$ cat src/rtl/gdoy_pkg.sv
// Shared types, constants and the month-length table for the Gregorian
// day-of-year converter. No dependencies.
package gdoy_pkg;

  localparam logic REQ_TO_YDAY = 1'b0;
  localparam logic REQ_TO_DATE = 1'b1;

  localparam int unsigned YEAR_W  = 16;
  localparam int unsigned MONTH_W = 4;
  localparam int unsigned DAY_W   = 9;
  localparam int unsigned DOM_W   = 5;

  localparam logic [MONTH_W-1:0] MONTH_JAN = 4'd1;
  localparam logic [MONTH_W-1:0] MONTH_DEC = 4'd12;
  localparam logic [DAY_W-1:0]   DAYS_YEAR = 9'd365;
  localparam logic [DAY_W-1:0]   DAYS_LEAP = 9'd366;

  // y is a multiple of 25 iff (y * 25^-1 mod 2^16) <= floor(65535 / 25)
  localparam logic [YEAR_W-1:0] INV25     = 16'd23593;
  localparam logic [YEAR_W-1:0] DIV25_MAX = 16'd2621;

  typedef enum logic [1:0] {
    ST_OK        = 2'd0,
    ST_BAD_MONTH = 2'd1,
    ST_BAD_DAY   = 2'd2
  } status_e;

  typedef enum logic [1:0] {
    S_IDLE,
    S_MUL,
    S_CHECK,
    S_WALK
  } state_e;

  typedef struct packed {
    logic load;
    logic mul;
    logic check;
    logic step;
    logic store;
  } dp_cmd_t;

  typedef struct packed {
    logic walk_done;
    logic out_busy;
  } dp_sts_t;

  function automatic logic [DOM_W-1:0] month_len(input logic leap,
                                                 input logic [MONTH_W-1:0] m);
    logic [DOM_W-1:0] len;
    case (m)
      4'd1, 4'd3, 4'd5, 4'd7, 4'd8, 4'd10, 4'd12: len = 5'd31;
      4'd4, 4'd6, 4'd9, 4'd11:                    len = 5'd30;
      4'd2:    len = leap ? 5'd29 : 5'd28;
      default: len = 5'd0;
    endcase
    return len;
  endfunction

endpackage

$ cat src/rtl/gregorian_day_of_year_converter.sv
// Top level of the Gregorian day-of-year converter: joins the sequencer and
// the datapath to the stream ports. Depends on gdoy_pkg, gdoy_ctrl, gdoy_dp.
//
// Usage:
//   Slave side takes one request word: tuser selects the direction
//   (0 = date to day of year, 1 = day of year to date), tdata carries year,
//   month and day number. Master side returns one result word per request:
//   status, day of year, month and day of month; error results carry zeros.
//   One request is in work at a time; s_axis_tready_o is high only while the
//   converter is idle.
//   After acceptance the sequencer runs the leap test and range check, then one
//   walk step per month walked (month - 1 forward, up to 11 inverse), then loads
//   the result register, which raises m_axis_tvalid_o.
//   The month walk is the only step whose length depends on the request.
//   A new request is taken in the cycle after the result is stored; the result word
//   may wait in its register while the next request is worked.
//   If the receiver stalls with a word pending, the next result waits in the
//   walk step until the register frees.
//   Reset (rst_ni low) empties the result register and returns to idle.
module gregorian_day_of_year_converter
  import gdoy_pkg::*;
(
  input  logic        clk_i,
  input  logic        rst_ni,
  input  logic        s_axis_tvalid_i,
  output logic        s_axis_tready_o,
  input  logic [31:0] s_axis_tdata_i,   // year[15:0], month_in[19:16], day_number[28:20]
  input  logic [0:0]  s_axis_tuser_i,   // req_type[0]
  output logic        m_axis_tvalid_o,
  input  logic        m_axis_tready_i,
  output logic [23:0] m_axis_tdata_o    // status[1:0], year_day[10:2], month_out[14:11],
                                        // day_out[19:15]
);

  dp_cmd_t            cmd;
  dp_sts_t            sts;
  logic [1:0]         status;
  logic [DAY_W-1:0]   year_day;
  logic [MONTH_W-1:0] month_out;
  logic [DOM_W-1:0]   day_out;

  gdoy_ctrl u_ctrl (
    .clk_i      (clk_i),
    .rst_ni     (rst_ni),
    .in_valid_i (s_axis_tvalid_i),
    .in_ready_o (s_axis_tready_o),
    .sts_i      (sts),
    .cmd_o      (cmd)
  );

  gdoy_dp u_dp (
    .clk_i        (clk_i),
    .rst_ni       (rst_ni),
    .cmd_i        (cmd),
    .sts_o        (sts),
    .req_type_i   (s_axis_tuser_i[0]),
    .year_i       (s_axis_tdata_i[15:0]),
    .month_in_i   (s_axis_tdata_i[19:16]),
    .day_number_i (s_axis_tdata_i[28:20]),
    .out_valid_o  (m_axis_tvalid_o),
    .out_ready_i  (m_axis_tready_i),
    .status_o     (status),
    .year_day_o   (year_day),
    .month_out_o  (month_out),
    .day_out_o    (day_out)
  );

  assign m_axis_tdata_o = {4'b0000, day_out, month_out, year_day, status};

endmodule

$ cat src/rtl/gdoy_ctrl.sv
// Sequencer for the day-of-year converter: input handshake and the
// load / leap / check / month-walk / store steps. Depends on gdoy_pkg.
module gdoy_ctrl
  import gdoy_pkg::*;
(
  input  logic    clk_i,
  input  logic    rst_ni,
  input  logic    in_valid_i,
  output logic    in_ready_o,
  input  dp_sts_t sts_i,
  output dp_cmd_t cmd_o
);

  state_e state_q, state_d;

  always_ff @(posedge clk_i or negedge rst_ni) begin
    if (!rst_ni) begin
      state_q <= S_IDLE;
    end else begin
      state_q <= state_d;
    end
  end

  always_comb begin
    state_d = state_q;
    cmd_o   = '0;
    case (state_q)
      S_IDLE: begin
        if (in_valid_i) begin
          cmd_o.load = 1'b1;
          state_d    = S_MUL;
        end
      end
      S_MUL: begin
        cmd_o.mul = 1'b1;
        state_d   = S_CHECK;
      end
      S_CHECK: begin
        cmd_o.check = 1'b1;
        state_d     = S_WALK;
      end
      S_WALK: begin
        if (!sts_i.walk_done) begin
          cmd_o.step = 1'b1;
        end else if (!sts_i.out_busy) begin
          cmd_o.store = 1'b1;
          state_d     = S_IDLE;
        end
      end
      default: state_d = S_IDLE;
    endcase
  end

  assign in_ready_o = (state_q == S_IDLE);

  a_step_not_done: assert property (@(posedge clk_i) disable iff (!rst_ni)
    cmd_o.step |-> !sts_i.walk_done)
    else $error("month walk stepped past its end");

  a_store_free: assert property (@(posedge clk_i) disable iff (!rst_ni)
    cmd_o.store |-> !sts_i.out_busy)
    else $error("result stored over an undelivered word");

  a_accept_starts: assert property (@(posedge clk_i) disable iff (!rst_ni)
    (state_q == S_IDLE && in_valid_i) |=> (state_q == S_MUL))
    else $error("accepted word did not start the sequence");

endmodule

$ cat src/rtl/gdoy_dp.sv
// Datapath for the day-of-year converter: request registers, leap-year test,
// range checks, month-walk accumulator and result register. Depends on gdoy_pkg.
module gdoy_dp
  import gdoy_pkg::*;
(
  input  logic               clk_i,
  input  logic               rst_ni,
  input  dp_cmd_t            cmd_i,
  output dp_sts_t            sts_o,
  input  logic               req_type_i,
  input  logic [YEAR_W-1:0]  year_i,
  input  logic [MONTH_W-1:0] month_in_i,
  input  logic [DAY_W-1:0]   day_number_i,
  output logic               out_valid_o,
  input  logic               out_ready_i,
  output logic [1:0]         status_o,
  output logic [DAY_W-1:0]   year_day_o,
  output logic [MONTH_W-1:0] month_out_o,
  output logic [DOM_W-1:0]   day_out_o
);

  logic               req_q;
  logic [YEAR_W-1:0]  year_q;
  logic [MONTH_W-1:0] month_q;
  logic [DAY_W-1:0]   acc_q, acc_d;
  logic [YEAR_W-1:0]  prod_q;
  logic               leap_q;
  status_e            status_q, status_d;
  logic [MONTH_W-1:0] idx_q, idx_d;

  logic               out_valid_q;
  status_e            out_status_q;
  logic [DAY_W-1:0]   out_yday_q;
  logic [MONTH_W-1:0] out_month_q;
  logic [DOM_W-1:0]   out_day_q;

  logic [2*YEAR_W-1:0] prod_full;
  logic                div25, leap_c;
  logic [DOM_W-1:0]    chk_len, walk_len;
  logic                walk_done;
  logic                ok_fwd, ok_inv;

  assign prod_full = year_q * INV25;
  assign div25     = (prod_q <= DIV25_MAX);
  assign leap_c    = ((year_q[1:0] == 2'b00) && !div25) ||
                     ((year_q[3:0] == 4'b0000) && div25);
  assign chk_len   = month_len(leap_c, month_q);
  assign walk_len  = month_len(leap_q, idx_q);

  always_comb begin
    status_d = ST_OK;
    if (req_q == REQ_TO_YDAY) begin
      if (!(month_q inside {[MONTH_JAN:MONTH_DEC]})) begin
        status_d = ST_BAD_MONTH;
      end else if (acc_q == '0 || acc_q > {{(DAY_W-DOM_W){1'b0}}, chk_len}) begin
        status_d = ST_BAD_DAY;
      end
    end else begin
      if (acc_q == '0 || acc_q > (leap_c ? DAYS_LEAP : DAYS_YEAR)) begin
        status_d = ST_BAD_DAY;
      end
    end
  end

  always_comb begin
    if (status_q != ST_OK) begin
      walk_done = 1'b1;
    end else if (req_q == REQ_TO_YDAY) begin
      walk_done = (idx_q == month_q);
    end else begin
      walk_done = (idx_q == MONTH_DEC) ||
                  (acc_q <= {{(DAY_W-DOM_W){1'b0}}, walk_len});
    end
  end

  always_comb begin
    acc_d = acc_q;
    idx_d = idx_q;
    if (cmd_i.load) begin
      acc_d = day_number_i;
    end else if (cmd_i.check) begin
      idx_d = MONTH_JAN;
    end else if (cmd_i.step) begin
      idx_d = idx_q + 4'd1;
      if (req_q == REQ_TO_YDAY) begin
        acc_d = acc_q + {{(DAY_W-DOM_W){1'b0}}, walk_len};
      end else begin
        acc_d = acc_q - {{(DAY_W-DOM_W){1'b0}}, walk_len};
      end
    end
  end

  always_ff @(posedge clk_i or negedge rst_ni) begin
    if (!rst_ni) begin
      idx_q    <= MONTH_JAN;
      status_q <= ST_OK;
    end else begin
      idx_q <= idx_d;
      if (cmd_i.check) begin
        status_q <= status_d;
      end
    end
  end

  always_ff @(posedge clk_i) begin
    acc_q <= acc_d;
    if (cmd_i.load) begin
      req_q   <= req_type_i;
      year_q  <= year_i;
      month_q <= month_in_i;
    end
    if (cmd_i.mul) begin
      prod_q <= prod_full[YEAR_W-1:0];
    end
    if (cmd_i.check) begin
      leap_q <= leap_c;
    end
  end

  assign ok_fwd = (status_q == ST_OK) && (req_q == REQ_TO_YDAY);
  assign ok_inv = (status_q == ST_OK) && (req_q == REQ_TO_DATE);

  always_ff @(posedge clk_i or negedge rst_ni) begin
    if (!rst_ni) begin
      out_valid_q <= 1'b0;
    end else if (cmd_i.store) begin
      out_valid_q <= 1'b1;
    end else if (out_ready_i) begin
      out_valid_q <= 1'b0;
    end
  end

  always_ff @(posedge clk_i) begin
    if (cmd_i.store) begin
      out_status_q <= status_q;
      out_yday_q   <= ok_fwd ? acc_q : '0;
      out_month_q  <= ok_inv ? idx_q : '0;
      out_day_q    <= ok_inv ? acc_q[DOM_W-1:0] : '0;
    end
  end

  assign sts_o.walk_done = walk_done;
  assign sts_o.out_busy  = out_valid_q && !out_ready_i;

  assign out_valid_o = out_valid_q;
  assign status_o    = out_status_q;
  assign year_day_o  = out_yday_q;
  assign month_out_o = out_month_q;
  assign day_out_o   = out_day_q;

  a_idx_range: assert property (@(posedge clk_i) disable iff (!rst_ni)
    idx_q <= MONTH_DEC)
    else $error("month index beyond December");

  a_store_valid: assert property (@(posedge clk_i) disable iff (!rst_ni)
    cmd_i.store |=> out_valid_q)
    else $error("stored result not presented");

endmodule

$ cat config.mk
export PLATFORM = sky130hd
export DESIGN_NAME = gregorian_day_of_year_converter
export DESIGN_NICKNAME = d
export VERILOG_FILES = /design/src/rtl/gdoy_pkg.sv /design/src/rtl/gregorian_day_of_year_converter.sv /design/src/rtl/gdoy_ctrl.sv /design/src/rtl/gdoy_dp.sv
export SDC_FILE = /design/constraint.sdc
export NUM_CORES = 1
export LEC_CHECK = 0
export ABC_CLOCK_PERIOD_IN_PS = 11900
export BUFFER_PORTS_ARGS = -buffer_cell sky130_fd_sc_hd__buf_2
export CAP_MARGIN = 20
export CELL_PAD_IN_SITES_DETAIL_PLACEMENT = 0
export CELL_PAD_IN_SITES_GLOBAL_PLACEMENT = 1
export CORE_MARGIN = 2
export CORE_UTILIZATION = 51
export CTS_CLUSTER_SIZE = 10
export DETAILED_ROUTE_END_ITERATION = 10
export GPL_ROUTABILITY_DRIVEN = 0
export GPL_TIMING_DRIVEN = 0
export PLACE_DENSITY_LB_ADDON = 0.1
export SYNTH_ARGS = -nofsm -noshare
export SYNTH_HDL_FRONTEND = slang
export SYNTH_SLANG_ARGS = --single-unit
$ cat constraint.sdc
create_clock -name clk_i -period 11.9 [get_ports clk_i]
set_clock_uncertainty 0.2 [all_clocks]
set_input_delay 3.57 -clock clk_i [delete_from_list [all_inputs] [get_ports clk_i]]
set_output_delay 3.57 -clock clk_i [all_outputs]
set_load 0.1 [all_outputs]
Word level (Yosys, flattened, before mapping)
Cells that the tools add are included.
{ "totals": {"regBits": 76, "inputBits": 37, "word_cells": 117} }
{ "op_classes": {"n_addsub": 3, "multipliers": 1, "magnitude_cmp": 6, "n_eq_ne": 32, "mux": 31, "bitwise": 2, "n_reduce_logical": 28} }
{ "ops": {"columns": ["operator", "n"], "rows": [
  ["$eq 4x4->1 const B", 10],
  ["$mux 9", 4],
  ["$eq 4x3->1 const B", 8],
  ["$pmux 5 s3", 2],
  ["$mux 2", 9],
  ["$eq 4x2->1 const B", 4],
  ["$le 16x12->1 const B", 1],
  ["$mul 16x15->16 const B", 1],
  ["$reduce_or 7->1", 2],
  ["$mux 1", 13],
  ["$add 9x5->9", 1],
  ["$gt 9x5->1", 1],
  ["$gt 9x9->1", 1],
  ["$le 9x5->1", 1],
  ["$logic_not 9->1", 1],
  ["$sub 9x5->9", 1],
  ["$eq 4x1->1 const B", 2],
  ["$mux 4", 2],
  ["$pmux 2 s4", 1],
  ["$reduce_bool 2->1", 4],
  ["$reduce_or 4->1", 2],
  ["$logic_and 1x1->1", 6],
  ["$logic_not 2->1", 3],
  ["$add 4x1->4 const B", 1],
  ["other kinds (13)", 22]
]} }

Longest topological paths before layout
Gate-level depths: netlist (run 1).
{ "depth": {"depth_word": 12, "mapped_depth": 16} }

Hierarchy
Synthesis (run 1) repeated with hierarchy kept, for this count alone.
{ "hier_totals": {"cells_unflattened": 483, "hier_area_um2": 5366.4} }
{ "modules_own_cells": {"columns": ["mod", "instances", "cells_per_inst", "area_each_um2"], "rows": [
  ["gdoy_dp", 1, 459, 5144.9],
  ["gdoy_ctrl", 1, 19, 187.7],
  ["gregorian_day_of_year_converter", 1, 5, 33.8]
]} }

Worst setup path after synthesis (run 1)
OpenSTA, ideal clock, no wires.
{ "synth_path": {"path_type": "input-to-reg", "startpoint": "in s_axis_tvalid_i", "endpoint": "reg u_dp.acc_q[5] (data pin)", "setup_time_ns": 0.300, "arrival_time_ns": 4.799, "slack_ns": 6.601, "cell_stages": 4, "path_buffers": 1, "cell_sequence": "nand2_1 inv_1 clkbuf_1 o21ai_0"} }
{ "synth_lines": {"columns": ["item", "line_no", "source"], "rows": [
  ["from (decl)", "gregorian_day_of_year_converter.sv:25", "input logic s_axis_tvalid_i,"],
  ["to (signal assigned)", "gdoy_dp.sv:106", "acc_q <= acc_d;"],
  ["to (decl)", "gdoy_dp.sv:25", "logic [DAY_W-1:0] acc_q, acc_d;"]
]} }

Worst setup path in the final report (run 1)
{ "layout_path": {"startpoint": "reg u_ctrl.state_q[0]", "endpoint": "out s_axis_tready_o"} }
{ "layout_between": {"elab_chain_cells": 1} }
{ "layout_rtl": {"columns": ["item", "line_no", "source"], "rows": [
  ["from (decl)", "gdoy_ctrl.sv:14", "state_e state_q, state_d;"],
  ["from (signal assigned)", "gdoy_ctrl.sv:20", "state_q <= state_d;"],
  ["$logic_not 2->1", "gdoy_ctrl.sv:54", "assign in_ready_o = (state_q == S_IDLE);"],
  ["to (decl)", "gregorian_day_of_year_converter.sv:26", "output logic s_axis_tready_o,"]
]} }
Every way passes these cells.

==> results of run 1 <==
-- cell families (layout without fill, tap and decap cells) --
logic type                 Yosys count  after routing  share of synthesized area, %
xor gates and xnor gates            32             32                          5.06
DFF                                 75             75                          39.9
other                                1              4                        0.0678
AOI/OAI and AO/OA                   74             74                          9.20
muxes                                2              2                         0.475
adders and majority gates          107            107                          26.9
and+or+nand+nor                    109            109                          11.0
buffers and inverters              100            170                          7.35
-- layout make-up --
class,instances,area share (%)
plain buffers,13,1.31
clock buffers,9,2.00
clock inverters,6,1.31
inverters,87,5.27
multi-input cells,328,47.2
flip-flops and latches,75,35.6
well taps,140,2.82
repair buffers,55,4.44
-- synth_stat cells, drive strengths merged, types with 3 or more instances --
master  number  area share, %
nor2        24            1.7
edfxtp      66             36
xor2         5           0.79
inv         87            5.9
o211ai       3           0.41
nand3        7           0.63
nor3         7           0.72
ha          87             20
buf          8            1.1
xnor2       27            4.3
fa          20            7.2
a21oi       20            1.8
a31oi        3           0.45
a21o         3           0.41
dfrtp        8            3.6
or4          4           0.63
o21ai       18            1.6
and2        18            2.1
nand2b       4           0.45
a211oi       5           0.68
nand2       20            1.4
nor2b        9            1.0
clkbuf       5           0.34
o21bai       3           0.41
or3          5           0.59
-- worst max-delay path by stage --
stage | depth (start not counted) | endpoint | start | slack, ns
after floorplan | 4 | u_dp.acc_q[5] | s_axis_tvalid_i | 6.60
after global placement | 5 | u_dp.acc_q[5] | s_axis_tvalid_i | 5.96
after detailed placement | 6 | u_dp.idx_q[0] | s_axis_tvalid_i | 6.35
after CTS | 3 | s_axis_tready_o | u_ctrl.state_q[0] | 6.53
after global routing | 3 | s_axis_tready_o | u_ctrl.state_q[0] | 6.47
final | 3 | s_axis_tready_o | u_ctrl.state_q[0] | 6.54
-- routing by layer --
layer  vias to the layer above  global-route usage [%]  routed length (um)  part of all wire (%)
met2                        39                    36.0                5700                    54
met1                      1752                    23.3                4540                    43
met3                        14                    3.50                 204                   1.9
li1                       1842                       -                   -                     -
met5                         -                       0                   0                     0
met4                         0                    6.87                 184                   1.7
-- sequential cells by signal (all words and copies together) (netlist names) --
signal            cells
u_dp.month_q          4
u_dp.status_q         2
u_dp.year_day_o       9
u_dp.month_out_o      4
u_dp.req_q            1
u_ctrl.state_q        2
u_dp.prod_q          15
u_dp.year_q          16
u_dp.leap_q           1
u_dp.status_o         2
u_dp.idx_q            4
u_dp.acc_q            9
u_dp.out_valid_o      1
u_dp.day_out_o        5
-- stage by stage --
stage                     instances  hold slack, ns  setup slack (ns)  cell area [um^2]
after floorplan                 503           0.307              6.60              5550
after global placement          698           0.371              5.96              6000
after detailed placement        698           0.347              6.35              6000
after CTS                       713           0.365              6.53              6200
after global routing            713           0.394              6.47              6200
final                           713           0.366              6.54              6200
==> impl_metrics.yaml, run 1 <==
outcome:
  status: "complete, no violations"
final_layout:
  nFillCells: 953
  final_core_util_pct: 58.0
  area_delta_synth_final_pct: 12.1
  drive_gt1_share_pct: 16.8
  diodes: 0
  seq_area_um2: 2210
  fin_nets: 713
  multi_input_area_um2: 2930
  final_cell_mix: "inv_1 (87), ha_1 (87), edfxtp_1 (66)"
yosys:
  synth-seq-cells: 75
  postSynthAreaPerCell_um2: 11.1
  synthArstFlopShare_pct: 12.0
  synth_cell_types: 62
  dominantRegCellSynth: "edfxtp_1"
  ys_seq_area_share_pct: 39.9
  synth_edf_count: 66
  syn-instance-count: 500
  synth.cell_area_um2: 5530
  yosysWarnings: 0
clock_tree:
  post_cts_buffers: 0
  cts_resized: 0
  cts_buffers: 9
  cts_tree: "done"
  h-tree-depth: 3
  clk_pin_slew_worst_paths_ns: 0.08
  hold_buffers: 0
  cts.path.max_buffers: 2
  cts-root-buf: "clkbuf_8"
  cts_sinks: 75
  clock_latency_ns: 0.36
grt:
  grt_pass1_vias: 3713
  grt_overflow_total: 0
  gr-usage-all-layers_pct: 19.7
  grt_pass1_wl_um: 17500
  grt_max_degree: 31
  grt_antenna_before_repair: 0
worst_setup_path:
  cp_top_family: "buffers and inverters"
  timing.rr.start: "u_dp.idx_q[0]"
  cp_data_required_time_ns: 8.13
  slowest_delay_ns: 0.45
  arrival_ns: 1.59
  r2r_cells: 12
  r2r-end: "u_dp.day_out_o[3]"
  cp_slowest_cell: "buf_2"
  critPathBufInv: 2
  path_class: "register to output port"
  r2r_setup_slack_ns: 7.38
  cp_max_fo: 4
  end_kind: "output port"
  critPathLaunchType: "register"
  crit_chain: "inv_1 -> ha_1 -> buf_2"
min_path:
  hold_end: "u_dp.status_o[0]"
  holdCritStartpoint: "u_dp.status_q[0]"
  hold_depth: 0
  min_path_type: "register to register"
floorplanning:
  ios: 63
  die-area_um2: 11700
  rows: 38
  core-area_um2: 10700
  die_w_um: 108
  die_h_um: 108
  start_util_pct: 51.7
routing:
  drtAntennaViolNets: 0
  wire_per_inst_um: 14.9
  vias: 3647
  drc: 0
  drt_pass1_iterations: 4
  drt_iter0_drc: 149
  via_per_inst: 5.12
  routed_wl_um: 10600
placed_design:
  port_buffers: 55
  dp_hpwl_um: 8320
sta:
  setup_viol: 0
  slew_violations: 0
  rsz0062_at_grt: "false"
  max_freq_mhz: 187
  hold_violations: 0
  finalSetupTns_ns: 0
  relSlewSlack_pct: 36.9
  tightest_slew_ns: 0.946
  post-route-period-util_pct: 45.0
  fin_crit_ns: 5.36
run:
  drv_cap: 0
Power of run 1 is not shown: default switching activity piles up to over one toggle a cycle in this logic, so the estimate is an artifact.
==> run 2, diff against run 1 <==
Settings changed: ABC_CLOCK_PERIOD_IN_PS 11900 to 4500, CORE_UTILIZATION 51 to 43.
Clock period 11.9 ns to 4.5 ns, I/O delays scaled along.
==> run 2 against run 1 <==
Effect of this change:
- critical path depth increased by 11
- register-to-register slack got worse by 7.3 ns
- global-route usage fell by 2.8 points
- core utilization is 7.1 points lower
- final cell count rose by 5.0%
- non-clock buffer count grew 2
- hold slack worse by 0.014 ns
- sequential share of layout area decreased by 1.0 points
- via count decreased by 1.7%
- setup slack lost 6.5 ns
- routed wire length is 2.5% higher
==> impl_metrics.yaml, run 2 (same netlist as run 1, synthesis figures left out) <==
final_layout:
  largest_register_ffs: 16
  drive_gt1_share_pct: 18.2
  final_common_cell: "inv_1"
  nFillCells: 1163
  fin_nets: 715
  fin_cells: 749
  final_cell_mix: "inv_1 (87), ha_1 (84), edfxtp_1 (66)"
  top_regs: "u_dp.year_q (16), u_dp.prod_q (15)"
  top_register: "u_dp.year_q"
  area_delta_synth_final_pct: 15.5
routing:
  drc: 0
  drtAntennaViolNets: 0
  routed_wl_um: 10900
  drt_pass1_iterations: 4
  drt_iter0_drc: 119
  wire_per_inst_um: 14.5
  vias: 3584
  via_per_inst: 4.79
outcome:
  status: "complete, no violations"
worst_setup_path:
  startpoint: "u_dp.year_q[2]"
  crit_chain: "buf_6 -> ha_1 -> ha_1 -> inv_1 -> fa_1 -> fa_1 -> inv_1 -> fa_1 -> ha_2 -> ha_1 -> inv_1 -> o21bai_1 -> o41ai_2 -> xnor2_1"
  critPathLaunchType: "register"
  slowest_delay_ns: 0.54
  r2r_cells: 14
  cp_max_fo: 5
  path_class: "register to register"
  end_kind: "register"
  arrival_ns: 4.33
  r2r_setup_slack_ns: 0.05
  cp_data_required_time_ns: 4.37
  cp_slowest_cell: "fa_1"
  timing.rr.start: "u_dp.year_q[2]"
  r2r-end: "u_dp.prod_q[15]"
  cp-endpoint: "u_dp.prod_q[15]"
clock_tree:
  cts-root-buf: "clkbuf_16"
  clock_latency_ns: 0.34
  hold_buffers: 0
  cts_buffers: 9
  cts_sinks: 75
  cts.path.max_buffers: 2
  cts_tree: "done"
  h-tree-depth: 3
  clk_pin_slew_worst_paths_ns: 0.06
sta:
  post-route-period-util_pct: 99.0
  setup_viol: 0
  relSlewSlack_pct: 50.4
  fin_crit_ns: 4.45
  tightest_slew_ns: 0.744
  max_freq_mhz: 225
  fin_hold_ws_ns: 0.352
  slew_violations: 0
  rsz0062_at_grt: "true"
  hold_violations: 0
  finalSetupTns_ns: 0
min_path:
  min_path_type: "register to register"
grt:
  grt_overflow_total: 0
  gr-usage-all-layers_pct: 16.9
  grt_antenna_before_repair: 1
  grt_pass1_wl_um: 18400
  grt_max_degree: 31
  grt_pass1_vias: 3695
floorplanning:
  die_w_um: 117
  core-area_um2: 12600
  rows: 41
  start_util_pct: 44.0
  die-area_um2: 13800
  ios: 63
  die_h_um: 117
run:
  drv_cap: 0
placed_design:
  port_buffers: 55
  dp_hpwl_um: 8590
  placed_cells: 730
run 2: cell count changes in the layout (fill, tap and decap cells not counted), moves of 2 or more:
cell,previous run,this run
clkbuf_16,0,9
ha_4,0,2
ha_1,87,84
clkbuf_8,9,1
bufinv_16,2,0
run 2: per-stage QoR:
stage | area [um^2] | setup WS (ns) | utilization [%]
6_report | 6390 | 0.0468 | 50.8
5_1_grt | 6390 | -0.113 | 50.8
4_1_cts | 6340 | 0.0118 | 50.4
3_5_place_dp | 6040 | -0.0833 | 48.0
3_3_place_gp | 6040 | -0.0348 | 48.0
2_1_floorplan | 5550 | 0.302 | -
run 2: final cells by class:
| cell class | count | area, um^2 | share of cell area, % |
|---|---|---|---|
| Antenna cell | 1 | 2.50 | 0.0392 |
| Buffer | 13 | 81.3 | 1.27 |
| Clock buffer | 11 | 243 | 3.80 |
| Clock inverter | 5 | 37.5 | 0.587 |
| Inverter | 87 | 327 | 5.11 |
| Multi-Input combinational cell | 328 | 2980 | 46.7 |
| Sequential cell | 75 | 2210 | 34.6 |
| Tap cell | 172 | 215 | 3.37 |
| Timing Repair Buffer | 57 | 294 | 4.60 |
run 2: critical path, delay by kind of cell (launching register included):
| family | cells | cell delay (ns) |
|---|---|---|
| AOI/OAI and AO/OA | 2 | 0.28 |
| xor gates and xnor gates | 1 | 0.14 |
| adders and majority gates | 7 | 2.70 |
| buffers and inverters | 4 | 0.34 |
| DFF | 1 | 0.50 |
run 2: worst min-delay path by stage:
stage	cells past startpoint	slack, ns	to	from
6_report	0	0.35	u_dp.status_o[1]	u_dp.status_q[1]
5_1_grt	0	0.38	u_dp.status_o[1]	u_dp.status_q[1]
4_1_cts	0	0.35	u_dp.status_o[1]	u_dp.status_q[1]
3_5_place_dp	0	0.33	u_dp.status_o[1]	u_dp.status_q[1]
3_3_place_gp	0	0.33	u_dp.status_o[1]	u_dp.status_q[1]
2_1_floorplan	0	0.31	u_dp.status_o[1]	u_dp.status_q[1]
run 2: per-layer routing:
layer	GRT usage, %	wire length [um]	up-vias	share of wire (%)
met3	3.60	409	13	3.8
met2	25.0	4590	68	42
met4	5.42	168	0	1.5
met5	0	0	-	0
li1	-	-	1848	-
met1	24.9	5720	1655	52
run 2: repair_timing:
item                                    in CTS  in global routing
endpoints found under the setup margin      30                 31
setup buffers                                2                  0
hold endpoints to repair                     0                  0
pin swaps                                    0                  5
resized for setup                            2                  7
Power of run 2 is left out for the same reason.
